$ cat src/hdl/lrfp_pkg.sv
// Shared types and constants of the laser scanner reply parser.
// No dependencies; used by the top level and its checker.
`default_nettype none

package lrfp_pkg;

  localparam logic [7:0] Sync0      = 8'hA5;
  localparam logic [7:0] Sync1      = 8'h5A;
  localparam logic [7:0] TypeScan   = 8'h05;
  localparam logic [7:0] TypeHealth = 8'h03;

  localparam logic [7:0] HealthOk   = 8'h00;
  localparam logic [7:0] HealthWarn = 8'h01;
  localparam logic [7:0] HealthErr  = 8'h02;

  localparam logic [2:0] DescLen   = 3'd7;
  localparam logic [2:0] ScanLen   = 3'd5;
  localparam logic [2:0] HealthLen = 3'd3;

  localparam logic [7:0] DecimationReset = 8'd12;

  // Parser modes
  localparam logic [1:0] ModeIdle   = 2'd0;
  localparam logic [1:0] ModeHealth = 2'd1;
  localparam logic [1:0] ModeScan   = 2'd2;

  // Result kinds
  localparam logic [2:0] KindStray   = 3'd0;
  localparam logic [2:0] KindUnident = 3'd1;
  localparam logic [2:0] KindOk      = 3'd2;
  localparam logic [2:0] KindWarn    = 3'd3;
  localparam logic [2:0] KindErr     = 3'd4;
  localparam logic [2:0] KindUnknown = 3'd5;
  localparam logic [2:0] KindScan    = 3'd6;

  typedef struct packed {
    logic [2:0]  kind;
    logic [7:0]  byte_value;
    logic        start_flag;
    logic [5:0]  quality;
    logic [14:0] angle_q6;
    logic [15:0] distance_q2;
    logic        last;
  } res_t;

endpackage

`default_nettype wire

$ cat src/hdl/lidar_response_frame_parser.sv
// Top level of the laser scanner reply parser: byte decode and result queue.
// Depends on lrfp_pkg.
`default_nettype none

// Reply stream parser for a laser range scanner. One byte word enters per
// cycle on the slave stream. A seven-byte descriptor opening A5 5A selects
// scan mode (five-byte frames) or health mode (one three-byte frame); any
// other descriptor type yields an "unidentified" result. Health frames give
// ok, warn, error (with its code in byte_value) or unknown status and drop
// back to idle. Only one scan frame in scan_decimation is decoded; a decoded
// frame that passes its check bits gives one sample, otherwise it is dropped.
// In idle mode, bytes that do not open a descriptor are echoed as stray.
// Rate: one input byte per cycle. The byte is decoded in the cycle it is
// accepted against the parser state registers, and its zero, one or two
// results are written into a four-entry output queue. The input is ready
// while the queue has two free entries, so a continuously draining consumer
// sees no stall; with the master side held, the queue fills and the input
// stalls. Results leave one per cycle from the queue head.
// scan_decimation is written through the cfg port; write it only while the block
// is idle, which the block itself does not enforce. A value of zero behaves like one.
module lidar_response_frame_parser (
  input  wire logic        clk_i,
  input  wire logic        rst_ni,
  // configuration write: scan_decimation
  input  wire logic        cfg_valid_i,
  output logic             cfg_ready_o,
  input  wire logic [7:0]  cfg_data_i,
  // byte stream in
  input  wire logic        s_axis_tvalid,
  output logic             s_axis_tready,
  input  wire logic [7:0]  s_axis_tdata,   // [7:0] rx_byte
  // result stream out
  output logic             m_axis_tvalid,
  input  wire logic        m_axis_tready,
  output logic [47:0]      m_axis_tdata,   // [7:0] byte_value, [8] start_flag,
                                           // [14:9] quality, [29:15] angle_q6,
                                           // [45:30] distance_q2, [47:46] zero
  output logic [2:0]       m_axis_tuser,   // [2:0] kind
  output logic             m_axis_tlast    // last result of its input byte
);

  // Parser state
  logic [7:0] dec_q;
  logic [1:0] mode_q, mode_d;
  logic [2:0] fc_q, fc_d;
  logic [7:0] dc_q, dc_d;
  logic [7:0] fb_q [4];   // frame bytes 0..3; byte 4 of a scan frame is never stored
  logic [3:0] fb_we;

  // Result queue
  lrfp_pkg::res_t q_mem [4];
  logic [1:0] wr_ptr_q, rd_ptr_q;
  logic [2:0] cnt_q;

  logic           in_acc, out_acc;
  logic [7:0]     b;
  logic [2:0]     fcc, fcn;
  logic [7:0]     v0, v1, v2, v3;
  logic           sync;
  logic [1:0]     n;
  lrfp_pkg::res_t r0, r1;
  logic [1:0]     wr_ptr_nx;

  assign cfg_ready_o   = 1'b1;
  assign in_acc        = s_axis_tvalid & s_axis_tready;
  assign out_acc       = m_axis_tvalid & m_axis_tready;
  assign s_axis_tready = (cnt_q <= 3'd2);
  assign b             = s_axis_tdata;

  // Slot for this byte; the count wraps after a full descriptor.
  assign fcc = (fc_q >= lrfp_pkg::DescLen) ? 3'd0 : fc_q;
  assign fcn = fcc + 3'd1;

  // Frame bytes as seen after this byte is stored.
  assign v0 = (fcc == 3'd0) ? b : fb_q[0];
  assign v1 = (fcc == 3'd1) ? b : fb_q[1];
  assign v2 = (fcc == 3'd2) ? b : fb_q[2];
  assign v3 = (fcc == 3'd3) ? b : fb_q[3];

  assign sync = (fcn >= 3'd2) && (v0 == lrfp_pkg::Sync0) && (v1 == lrfp_pkg::Sync1);

  always_comb begin
    mode_d = mode_q;
    fc_d   = fcn;
    dc_d   = dc_q;
    n      = 2'd0;
    r0     = '0;
    r1     = '0;
    for (int i = 0; i < 4; i++) begin
      fb_we[i] = (fcc == 3'(i));
    end

    if (sync) begin
      // Descriptor wins in every mode; collect all seven bytes.
      if (fcn == lrfp_pkg::DescLen) begin
        fc_d = 3'd0;
        if (v2 == lrfp_pkg::TypeScan) begin
          mode_d = lrfp_pkg::ModeScan;
        end else if (v2 == lrfp_pkg::TypeHealth) begin
          mode_d = lrfp_pkg::ModeHealth;
        end else begin
          r0.kind = lrfp_pkg::KindUnident;
          n       = 2'd1;
        end
      end
    end else if (mode_q == lrfp_pkg::ModeScan) begin
      if (fcn >= lrfp_pkg::ScanLen) begin
        fc_d = 3'd0;
        if ({1'b0, dc_q} + 9'd1 < {1'b0, dec_q}) begin
          dc_d = dc_q + 8'd1;
        end else begin
          dc_d = 8'd0;
          // check bits: byte1 bit 0 set, byte0 bits 0 and 1 differ
          if (v1[0] && (v0[0] != v0[1])) begin
            r0.kind        = lrfp_pkg::KindScan;
            r0.start_flag  = v0[0];
            r0.quality     = v0[7:2];
            r0.angle_q6    = {v2, v1[7:1]};
            r0.distance_q2 = {b, v3};
            n              = 2'd1;
          end
        end
      end
    end else if (mode_q == lrfp_pkg::ModeHealth) begin
      if (fcn >= lrfp_pkg::HealthLen) begin
        fc_d   = 3'd0;
        mode_d = lrfp_pkg::ModeIdle;
        n      = 2'd1;
        case (v0)
          lrfp_pkg::HealthOk:   r0.kind = lrfp_pkg::KindOk;
          lrfp_pkg::HealthWarn: r0.kind = lrfp_pkg::KindWarn;
          lrfp_pkg::HealthErr: begin
            r0.kind       = lrfp_pkg::KindErr;
            r0.byte_value = v1;
          end
          default:              r0.kind = lrfp_pkg::KindUnknown;
        endcase
      end
    end else begin
      // Idle: a lone A5 waits; anything else is echoed.
      if (fcn == 3'd1) begin
        if (b == lrfp_pkg::Sync0) begin
          fc_d = 3'd1;
        end else begin
          fc_d          = 3'd0;
          r0.kind       = lrfp_pkg::KindStray;
          r0.byte_value = b;
          n             = 2'd1;
        end
      end else begin
        // Held A5 not followed by 5A: echo it, then look at this byte afresh.
        r0.kind       = lrfp_pkg::KindStray;
        r0.byte_value = v0;
        n             = 2'd1;
        if (b == lrfp_pkg::Sync0) begin
          fc_d     = 3'd1;
          fb_we[0] = 1'b1;
        end else begin
          fc_d          = 3'd0;
          r1.kind       = lrfp_pkg::KindStray;
          r1.byte_value = b;
          n             = 2'd2;
        end
      end
    end

    if (n == 2'd1) begin
      r0.last = 1'b1;
    end
    if (n == 2'd2) begin
      r1.last = 1'b1;
    end
  end

  assign wr_ptr_nx = wr_ptr_q + 2'd1;

  // Control state
  always_ff @(posedge clk_i or negedge rst_ni) begin
    if (!rst_ni) begin
      dec_q    <= lrfp_pkg::DecimationReset;
      mode_q   <= lrfp_pkg::ModeIdle;
      fc_q     <= 3'd0;
      dc_q     <= 8'd0;
      wr_ptr_q <= 2'd0;
      rd_ptr_q <= 2'd0;
      cnt_q    <= 3'd0;
    end else begin
      if (cfg_valid_i) begin
        dec_q <= cfg_data_i;
      end
      if (in_acc) begin
        mode_q   <= mode_d;
        fc_q     <= fc_d;
        dc_q     <= dc_d;
        wr_ptr_q <= wr_ptr_q + n;
      end
      if (out_acc) begin
        rd_ptr_q <= rd_ptr_q + 2'd1;
      end
      cnt_q <= cnt_q + (in_acc ? {1'b0, n} : 3'd0) - {2'b0, out_acc};
    end
  end

  // Frame bytes and queued results; payload only
  always_ff @(posedge clk_i) begin
    if (in_acc) begin
      for (int i = 0; i < 4; i++) begin
        if (fb_we[i]) begin
          fb_q[i] <= b;
        end
      end
      if (n != 2'd0) begin
        q_mem[wr_ptr_q] <= r0;
      end
      if (n == 2'd2) begin
        q_mem[wr_ptr_nx] <= r1;
      end
    end
  end

  assign m_axis_tvalid = (cnt_q != 3'd0);
  assign m_axis_tuser  = q_mem[rd_ptr_q].kind;
  assign m_axis_tlast  = q_mem[rd_ptr_q].last;
  assign m_axis_tdata  = {2'b00,
                          q_mem[rd_ptr_q].distance_q2,
                          q_mem[rd_ptr_q].angle_q6,
                          q_mem[rd_ptr_q].quality,
                          q_mem[rd_ptr_q].start_flag,
                          q_mem[rd_ptr_q].byte_value};

endmodule

`default_nettype wire

$ cat config.mk
export PLATFORM = sky130hd
export DESIGN_NAME = lidar_response_frame_parser
export DESIGN_NICKNAME = d
export VERILOG_FILES = /design/src/hdl/lrfp_pkg.sv /design/src/hdl/lidar_response_frame_parser.sv
export SDC_FILE = /design/constraint.sdc
export NUM_CORES = 1
export LEC_CHECK = 0
export BUFFER_PORTS_ARGS = -buffer_cell sky130_fd_sc_hd__clkbuf_2
export CORE_AREA = 2 2 164 166
export DETAILED_ROUTE_END_ITERATION = 10
export DIE_AREA = 0 0 166 168
export GPL_TIMING_DRIVEN = 0
export PLACE_DENSITY = 0.69
export SYNTH_ARGS = -nofsm -noshare
export SYNTH_HDL_FRONTEND = slang
export SYNTH_SLANG_ARGS = --single-unit
$ cat constraint.sdc
create_clock -name clk_i -period 4.4 [get_ports clk_i]
set_clock_uncertainty 0.1 [all_clocks]
set_input_delay 1.1 -clock clk_i [delete_from_list [all_inputs] [get_ports clk_i]]
set_output_delay 1.1 -clock clk_i [all_outputs]
set_load 0.1 [all_outputs]
# Word-level counts from Yosys, hierarchy flattened
# Memory sizes are Yosys's and may differ from the RTL's.
# Cells that the tools add are included.
# W data, S select, Z words.
# classes
addsub	8
magnitude_cmp	6
n_eq_ne	20
mux	88
n_bitwise	3
reduce_logical	13
# ops
op	count
$mux W38	4
$mux W8	14
$mux W46	1
$mux W1	38
$mux W3	12
$mux W11	3
$mux W2	15
$eq A8 B2 Y1 const B	2
$eq A8 B8 Y1 const B	2
$reduce_or A8 Y1	2
$add A8 B1 Y9 const B	1
$lt A9 B8 Y1	1
$pmux W3 S3	1
$add A8 B1 Y8 const B	1
$eq A8 B1 Y1 const B	1
$eq A8 B3 Y1 const B	1
$eq A8 B7 Y1 const B	1
$logic_not A8 Y1	1
$eq A3 B1 Y1 const B	2
$eq A3 B2 Y1 const B	2
$ge A3 B2 Y1 const B	2
$ge A3 B3 Y1 const B	2
$reduce_and A6 Y1	1
$reduce_bool A2 Y1	3
19 further kinds	25
# word_totals
register_bits	28
ram_bits	232
in_bits	21
output_inout_bits	55
wordCells	147
n_memories	2
# mem_list
memory	depth	width	rd	rd_ports_with_merged_regs	wr	line_no	source
q_mem	4	50	1	0	2	lidar_response_frame_parser.sv:51	lrfp_pkg::res_t q_mem [4];
fb_q	4	8	4	0	2	lidar_response_frame_parser.sv:47	logic [7:0] fb_q [4];

# Logic depth before layout (Yosys ltp)
# Gate-level depths: netlist of the first run.
# depth
depth_word	15
mapped_depth	21

# Least setup slack after synthesis of the first run
# OpenSTA, ideal clock, no wires.
# synth_path
kind	input to register
from	input port s_axis_tdata[3]
to	memory q_mem[0][0] (netlist bit), enable pin
arrival_time_ps	3852
setup_slack_ps	136
path_stages	12
path_buffers	4
cell_sequence	or3_1 > or4_1 > clkbuf_1 > ha_1 > nand2_1 > nand2_1 > or4_4 > buf_6 > buf_12 > nand2_8 > buf_6 > nand2_1
# synth_lines
item	line_no	source
start, declared	lidar_response_frame_parser.sv:31	input wire logic [7:0] s_axis_tdata,
end, declared	lidar_response_frame_parser.sv:51	

# Worst setup path in the final report of the first run
# layout_path
from	register dc_q[2]
to	register cnt_q[2]
# layout_between
elab_chain_len	9
# layout_rtl
item	line_no	source
start, declared	lidar_response_frame_parser.sv:46	logic [7:0] dc_q, dc_d;
start signal, assigned	lidar_response_frame_parser.sv:183	dc_q <= 8'd0;
start signal, assigned	lidar_response_frame_parser.sv:194	dc_q <= dc_d;
$add A8 B1 Y9	lidar_response_frame_parser.sv:109	if ({1'b0, dc_q} + 9'd1 < {1'b0, dec_q}) begin
$lt A9 B8 Y1	lidar_response_frame_parser.sv:109	
$mux W1	lidar_response_frame_parser.sv:109	
$mux W1	lidar_response_frame_parser.sv:107	if (fcn >= lrfp_pkg::ScanLen) begin
$mux W2	lidar_response_frame_parser.sv:106	end else if (mode_q == lrfp_pkg::ModeScan) begin
$mux W2	lidar_response_frame_parser.sv:93	if (sync) begin
$mux W2	lidar_response_frame_parser.sv:200	cnt_q <= cnt_q + (in_acc ? {1'b0, n} : 3'd0) - {2'b0, out_acc};
$add A3 B2 Y3	lidar_response_frame_parser.sv:200	
$sub A3 B1 Y3	lidar_response_frame_parser.sv:200	
end signal, assigned	lidar_response_frame_parser.sv:200	
end, declared	lidar_response_frame_parser.sv:53	logic [2:0] cnt_q;
# No other way between the ends.
# A chain may end at the register's enable or synchronous reset.

==> results by group, run 1 <==
Layout
  • Multi-input logic area: around 0.0063 mm^2
  • Sequential Area: 0.006031 mm^2
  • Final instance area: 0.01464 mm^2
  • Share of cells above drive strength 1: 21.27%
  • # fillers: 2304
  • Area Overhead vs Synth: 13.91%
  • Nets: 1391
  • Diodes inserted: 0
  • Commonest non-fill, non-tap cell in the layout: nand2_1
  • Most frequent cells in the layout: nand2_1 (243), dfxtp_1 (164), mux2i_1 (98)

Worst setup path
  • R2R setup slack: 110 ps
  • Startpoint types: flop
  • Worst reg2reg endpoint: cnt_q[2]
  • FF-to-FF Start: dc_q[2]
  • Worst setup path class: reg2reg
  • Max FO, Critical Path: 10
  • WP data arrival: roughly 4600 ps
  • Reg2reg path depth: 20
  • Worst Setup EP: cnt_q[2]
  • Crit path required time: 4740 ps
  • Element type at the critical path end: flop
  • CP Launch Point: dc_q[2]

Floorplan
  • Die height: 168 um
  • IO Count: 76
  • Std-Cell Rows: 60
  • Core Region: 0.02635 mm^2
  • Initial core utilization: 48.77%
  • Die outline width: 166 um
  • Die ar.: between 0.02 and 0.03 mm^2

Place
  • GP Congestion: 0.9620
  • Hpwl dp: 25870 um
  • Worst slack at placement: -817.2 ps
  • Area after DPL: 0.01364 mm^2
  • IO Port Bufs: 72

STA
  • Pins Over Slew Limit: 0
  • Final setup vio count: 0
  • Worst-Margin Slew: 1023 ps
  • RSZ-0062 raised after global routing: true
  • TNS Setup: 0 ps
  • Worst rel slew slack: 31.20%
  • Worst setup margin: 106.3 ps
  • Min cycle time layout: 4294 ps
  • Worst hold margin: 344.2 ps
  • Peak Freq: ~230 MHz
  • Hold Violations, Final: 0
  • Period utilization: 97.58%

Power and ir drop
  • Pwr/cell area: 468.8 mW/mm^2
  • Max VDD drop: 0.0006434 V
  • Lkg Pwr: around 5.9 nW

Logic synthesis
  • Top FF cell, synth: dfxtp_1
  • Async SR Flop Fraction: 10.77%
  • Post-synth EDFFs: between 60 and 70
  • Post-synthesis sequential area ratio: a little under half
  • Largest cells by area after synthesis: dfxtp_1 (26%), edfxtp_1 (16%), mux4_2 (8.8%)
  • Mapped Cells: about 1300
  • Cell taking the most area after synthesis: dfxtp_1
  • Seq cells post-synth: 260
  • Netlist Area Pre-Place: 0.01285 mm^2
  • Ys Warns: 0
  • Synthesized area per cell: 10.28 um^2
  • Library cells used by synthesis: between 70 and 80
  • Yosys top cell area share: about a quarter

Run
  • Number of max-cap violations: 0

CTS
  • CTS Buf Count: 28
  • CTS Buffer Depth: 3
  • H-tree Lvls: 1
  • CTS tree: yes
  • Root Buffer: clkbuf_16
  • Worst skew pair latency: 550 ps
  • CTS sink cnt: 260
  • Clock slew at reported path FFs: 60 ps

Drt
  • Residual DRC: 0
  • WL/cell: 21.55 um
  • Vias/cell: 6.002
  • Final wirelength: between 30000 and 40000 um
  • Router iterations before antenna repair: 5
  • DR iter-0 viols: about 1100
  • ANT nets after route: 0
  • DR vias: about 10000

Global routing
  • Gr ovfl total: 0
  • Number of global-route vias before repair: 10050
  • First-pass GRT wire length: 57240 um
  • Largest net degree at the start of global routing: 29
  • Initial antenna violation count: 0
  • GRT Overall Usage: 25.89%

Hold path
  • Min-Delay Path Class: reg2reg

Outcome
  • Status: complete, no violations
## stage by stage
stage	utilization (%)	power, mW	std cells
after global placement	51.77	4.638	1664
after CTS	55.30	6.866	1714
after global routing	55.56	7.075	1714
after floorplan	-	4.199	1251
after detailed placement	51.77	4.658	1664
final	55.56	6.863	1714
## area by class of cell
| cell class | instances | share of cell area, % |
|---|---|---|
| repair buffers | 78 | 2.769 |
| flip-flops and latches | 260 | 41.20 |
| clock inverters | 12 | 0.4188 |
| multi-input cells | 870 | 42.84 |
| clock buffers | 40 | 5.513 |
| well taps | 341 | 2.915 |
| plain buffers | 88 | 3.709 |
| inverters | 25 | 0.6410 |
## synthesized netlist by cell type (21+ instances only)
cell / instances
edfxtp_1: 68
a21oi_1: 21
dfrtp_1: 26
nand3_1: 73
o21ai_1: 54
o22ai_1: 26
mux4_2: 50
mux2i_1: 98
clkbuf_1: 47
buf_2: 21
dfxtp_1: 164
nand2_1: 247
nor2_1: 35
o21ai_0: 55
inv_1: 24
## worst max-delay path: stages, from the launching register on
cell and delay [ps]:
dfrtp_1 420, and3_1 200, and3_2 230, nand3_1 130, xnor2_2 170, ha_1 310, and3_1 190, a221oi_2 290
o21ai_2 150, o211a_4 300, buf_4 200, nor3_2 200, a21oi_2 70, nand2_1 100, ha_1 220, inv_1 60
ha_1 140, inv_1 50, fa_1 370, xor2_1 160, xnor2_1 120
## state kept, by name, indices dropped and copies added, names as in the netlist
name      cells
cnt_q         3
dc_q          8
dec_q         8
fb_q         32
fc_q          3
mode_q        2
q_mem       200
rd_ptr_q      2
wr_ptr_q      2
## how the worst min path moves through the flow
stage                 start      endpoint  slack [ps]  depth (start not counted)
2_1_floorplan  q_mem[1][17]  q_mem[1][17]         330                          2
3_3_place_gp   q_mem[2][28]  q_mem[2][28]         330                          2
3_5_place_dp   q_mem[1][19]  q_mem[1][19]         340                          2
4_1_cts        q_mem[1][19]  q_mem[1][19]         350                          2
5_1_grt        q_mem[3][17]  q_mem[3][17]         360                          2
6_report       q_mem[3][32]  q_mem[3][32]         340                          2
## power breakdown
group / total [mW] / switching (mW) / internal, mW
logic: 1.95 / 1.38 / 0.571
registers: 2.68 / 0.0849 / 2.60
clock network: 2.23 / 0.963 / 1.27
## layer usage
metal	global-route usage, %	part of all wire (%)
met1	36.11	43
met2	41.21	46
met4	8.885	3.1
met5	0	0
met3	4.302	7.8
## cells by family after synthesis
group,Yosys count,synth area share [%]
other,2,0.05844
xor gates and xnor gates,14,0.9542
AOI/OAI and AO/OA,213,10.40
buffers and inverters,121,4.946
adders and majority gates,19,1.908
DFF,260,46.91
and+or+nand+nor,463,17.55
muxes,158,17.27
## what timing repair did
item / 4_1_cts / 5_1_grt
endpoints found under the setup margin: 100 / 97
pin swaps: 2 / 1
buffers inserted: 2 / 4
gates resized for setup: 23 / 21
hold buffers: 0 / 0
(Power assumes the default switching activity.)
==> run 2: changes to the inputs <==
Settings changed: ABC_AREA set to 1, CORE_AREA 2 2 164 166 to 2 2 169 171, DIE_AREA 0 0 166 168 to 0 0 171 173.
==> results by group, run 2 <==
Outcome
  • Status: complete, no violations (unchanged)

Power and ir drop
  • Lkg Pwr: 7.214 nW (was 5.936 nW)
  • Combinational Power Share: 54.1% (was 28.4%)
  • Sequential power share: 25.2% (was 39.1%)
  • Sw frac: 54.26% (was 35.33%)
  • Max VDD drop: 0.0005254 V (was 0.0006434 V)
  • Clk pwr share: 20.7% (was 32.5%)
  • P_int: 5.520 mW (was 4.438 mW)
  • Pwr/cell area: 777.4 mW/mm^2 (was 468.8 mW/mm^2)
  • Pwr Total: 12.07 mW (was 6.863 mW)
  • Switching pwr: 6.549 mW (was 2.425 mW)

Drt
  • Residual DRC: 0 (unchanged)
  • DR vias: 13840 (was 10290)
  • DR iter-0 viols: 1616 (was 1131)
  • Vias/cell: 5.740 (was 6.002)
  • Router iterations before antenna repair: 5 (unchanged)
  • ANT nets after route: 0 (unchanged)
  • WL/cell: 18.89 um (was 21.55 um)
  • Final wirelength: 45550 um (was 36940 um)

Worst setup path
  • Crit-path cells: inv_1, clkbuf_1, o21ai_0, o22ai_1, clkbuf_2 (was and3_1, and3_2, nand3_1, xnor2_2, ha_1, and3_1, a221oi_2, o21ai_2, o211a_4, buf_4, nor3_2, a21oi_2, nand2_1, ha_1, inv_1, ha_1, inv_1, fa_1, xor2_1, xnor2_1)
  • Worst Path Buf+Inv: 3 (unchanged)
  • CP top delay family: buffers and inverters (was simple AND/OR/NAND/NOR gates)
  • WP data arrival: 3000 ps (was 4630 ps)
  • CP max-delay cell: clkbuf_2 (was dfrtp_1)
  • Reg2reg path depth: 19 (was 20)
  • Max FO, Critical Path: 10 (unchanged)
  • Crit path required time: 3200 ps (was 4740 ps)
  • Element type at the critical path end: output port (was flop)
  • Startpoint types: flop (unchanged)
  • Worst setup path class: reg2out (was reg2reg)
  • Slowest cell delay on critical path: 540 ps (was 420 ps)
  • WP depth: 5 (was 20)

Layout
  • Area Overhead vs Synth: 13.32% (was 13.91%)
  • Share of cells above drive strength 1: 10.58% (was 21.27%)
  • Final instance area: 0.01552 mm^2 (was 0.01464 mm^2)
  • Commonest non-fill, non-tap cell in the layout: nand2_1 (unchanged)
  • Core Util, Final: 56.19% (was 55.56%)
  • Largest Register: q_mem (unchanged)
  • Max FFs per register: 200 (unchanged)
  • Most frequent cells in the layout: nand2_1 (363), nor2_1 (310), nand3_1 (217) (was nand2_1 (243), dfxtp_1 (164), mux2i_1 (98))
  • Nets: 2050 (was 1391)
  • Final Non-Filler Cells: 2411 (was 1714)
  • # fillers: 2723 (was 2304)
  • Biggest regs: q_mem x200, fb_q x32 (unchanged)

CTS
  • CTS Hold Bufs: 0 (unchanged)
  • Clock slew at reported path FFs: 60 ps (about the same)
  • CTS Buffer Depth: 3 (unchanged)
  • Setup bufs post-CTS: 0 (was 2)
  • Worst skew pair latency: 560 ps (was 550 ps)
  • Root Buffer: clkbuf_16 (unchanged)
  • CTS tree: yes (unchanged)
  • H-tree Lvls: 1 (unchanged)
  • CTS Buf Count: 28 (unchanged)
  • CTS sink cnt: 260 (unchanged)

Logic synthesis
  • Library cells used by synthesis: 42 (was 77)
  • Seq cells post-synth: 260 (unchanged)
  • Post-synth top cells: nand2_1 (367), nor2_1 (310), nand3_1 (217) (was nand2_1 (247), dfxtp_1 (164), mux2i_1 (98))
  • Cell taking the most area after synthesis: dfxtp_1 (unchanged)
  • Top FF cell, synth: dfxtp_1 (unchanged)
  • Async SR Flop Fraction: 10.77% (unchanged)
  • Post-synth EDFFs: 68 (unchanged)
  • Mapped Cells: 1910 (was 1250)
  • Synthesized area per cell: 7.172 um^2 (was 10.28 um^2)
  • Yosys top cell area share: 23.97% (was 25.55%)
  • Largest cells by area after synthesis: dfxtp_1 (24%), edfxtp_1 (15%), nand2_1 (10%) (was dfxtp_1 (26%), edfxtp_1 (16%), mux4_2 (8.8%))
  • Netlist Area Pre-Place: 0.01370 mm^2 (was 0.01285 mm^2)
  • Post-synthesis sequential area ratio: 44.00% (was 46.91%)
  • Ys Warns: 0 (unchanged)
  • Most frequent cell after synthesis: nand2_1 (unchanged)

STA
  • Worst rel slew slack: 21.96% (was 31.20%)
  • Worst-Margin Slew: 1166 ps (was 1023 ps)
  • Peak Freq: 237.9 MHz (was 232.9 MHz)
  • Pins Over Slew Limit: 0 (unchanged)
  • Min cycle time layout: 4203 ps (was 4294 ps)
  • Final setup vio count: 0 (unchanged)
  • Hold Violations, Final: 0 (unchanged)
  • RSZ-0062 raised after global routing: false (was true)
  • Period utilization: 95.52% (was 97.58%)

Floorplan
  • Die ar.: 0.02958 mm^2 (was 0.02789 mm^2)
  • Std-Cell Rows: 61 (was 60)
  • Die outline width: 171 um (was 166 um)
  • Initial core utilization: 49.58% (was 48.77%)
  • Die height: 173 um (was 168 um)
  • IO Count: 76 (unchanged)
  • Core Region: 0.02763 mm^2 (was 0.02635 mm^2)

Global routing
  • First-pass GRT wire length: 71170 um (was 57240 um)
  • Gr ovfl total: 0 (unchanged)
  • Initial antenna violation count: 0 (unchanged)
  • GRT Overall Usage: 30.59% (was 25.89%)
  • Number of global-route vias before repair: 12840 (was 10050)
  • Largest net degree at the start of global routing: 29 (unchanged)

Place
  • IO Port Bufs: 72 (unchanged)
  • Area after DPL: 0.01454 mm^2 (was 0.01364 mm^2)
  • Placed cells: 2361 (was 1664)
  • Hpwl dp: 32800 um (was 25870 um)
  • GP Congestion: 0.9827 (was 0.9620)

Hold path
  • WHS Path Cells: 2 (unchanged)
  • Min-Delay Path Class: reg2reg (unchanged)

Run
  • Number of max-cap violations: 0 (unchanged)
==> run 2: cell types whose count changed after synthesis, moves of 50 or more <==
cell     previous run  this run
mux2i_1            98         1
inv_1              24        99
a21oi_1            21       181
nor2_1             35       310
mux4_2             50         0
o21ai_0            55       170
nand3_1            73       217
nand2_1           247       367
==> run 2: tightest hold or removal path, cell delays in order, from the launching register on <==
cell,delay [ps]
dfxtp_1,320
a21oi_1,40
nor2_1,80
==> run 2: final cells by class <==
cell class / count / area [um^2] / share of cell area, %
multi-input combinational: 1403 / 6581 / 42.40
timing repair buffer: 72 / 360.3 / 2.321
antenna: 1 / 2.502 / 0.01612
buffer: 142 / 725.7 / 4.675
clock buffer: 31 / 743.2 / 4.788
inverter: 103 / 386.6 / 2.491
clock inverter: 21 / 222.7 / 1.435
tap: 378 / 473.0 / 3.047
sequential: 260 / 6028 / 38.83
==> run 2: per-stage QoR <==
stage          hold WS [ps]  TNS [ps]  worst slack (ps)
3_5_place_dp          362.3    -51430            -758.7
6_report              374.1         0             197.3
5_1_grt               392.7         0             52.89
2_1_floorplan         346.3         0             602.2
3_3_place_gp          354.1    -51540            -750.1
4_1_cts               377.2         0             12.55
==> run 2: kinds of logic after synthesis <==
group,after synthesis,synth area share [%]
multiplexers,2,0.1553
other,2,0.05482
buffers and inverters,248,8.192
AND/OR/NAND/NOR,938,28.62
adder cells (fa/ha/maj),19,1.790
AO/OA/AOI/OAI,430,16.48
XOR/XNOR,11,0.7032
flip-flops,260,44.00
==> run 2: final timing paths <==
check	from	to	slack (ps)
min reg2reg	q_mem[1][5]	q_mem[1][5]	370
max reg2reg	fc_q[2]	q_mem[3][40]	330
min	q_mem[1][5]	q_mem[1][5]	370
max in group asynchronous	rst_ni	dec_q[6]	3280
max	rd_ptr_q[1]	m_axis_tdata[12]	200
min in group asynchronous	rst_ni	dc_q[5]	470
==> run 2: metal layers <==
layer	global-route usage, %	vias up	share of wire, %
met5	0	-	0
met4	12.11	0	3.8
met3	5.447	114	9.4
met2	46.61	712	44
met1	43.02	6438	43
li1	-	6576	-
==> run 2: power by group through the flow <==
stage / Combinational, mW / Clock, mW / Sequential [mW]
6_report: 6.53 / 2.50 / 3.04
5_1_grt: 6.93 / 2.62 / 3.07
4_1_cts: 6.43 / 2.51 / 3.03
3_5_place_dp: 6.42 / 0 / 3.08
3_3_place_gp: 6.37 / 0 / 3.06
2_1_floorplan: 4.98 / 0 / 3.02
==> run 2: repair_timing <==
action / 4_1_cts / 5_1_grt
setup endpoints to repair: 36 / 46
resized for setup: 1 / 9
pin swaps: 0 / 0
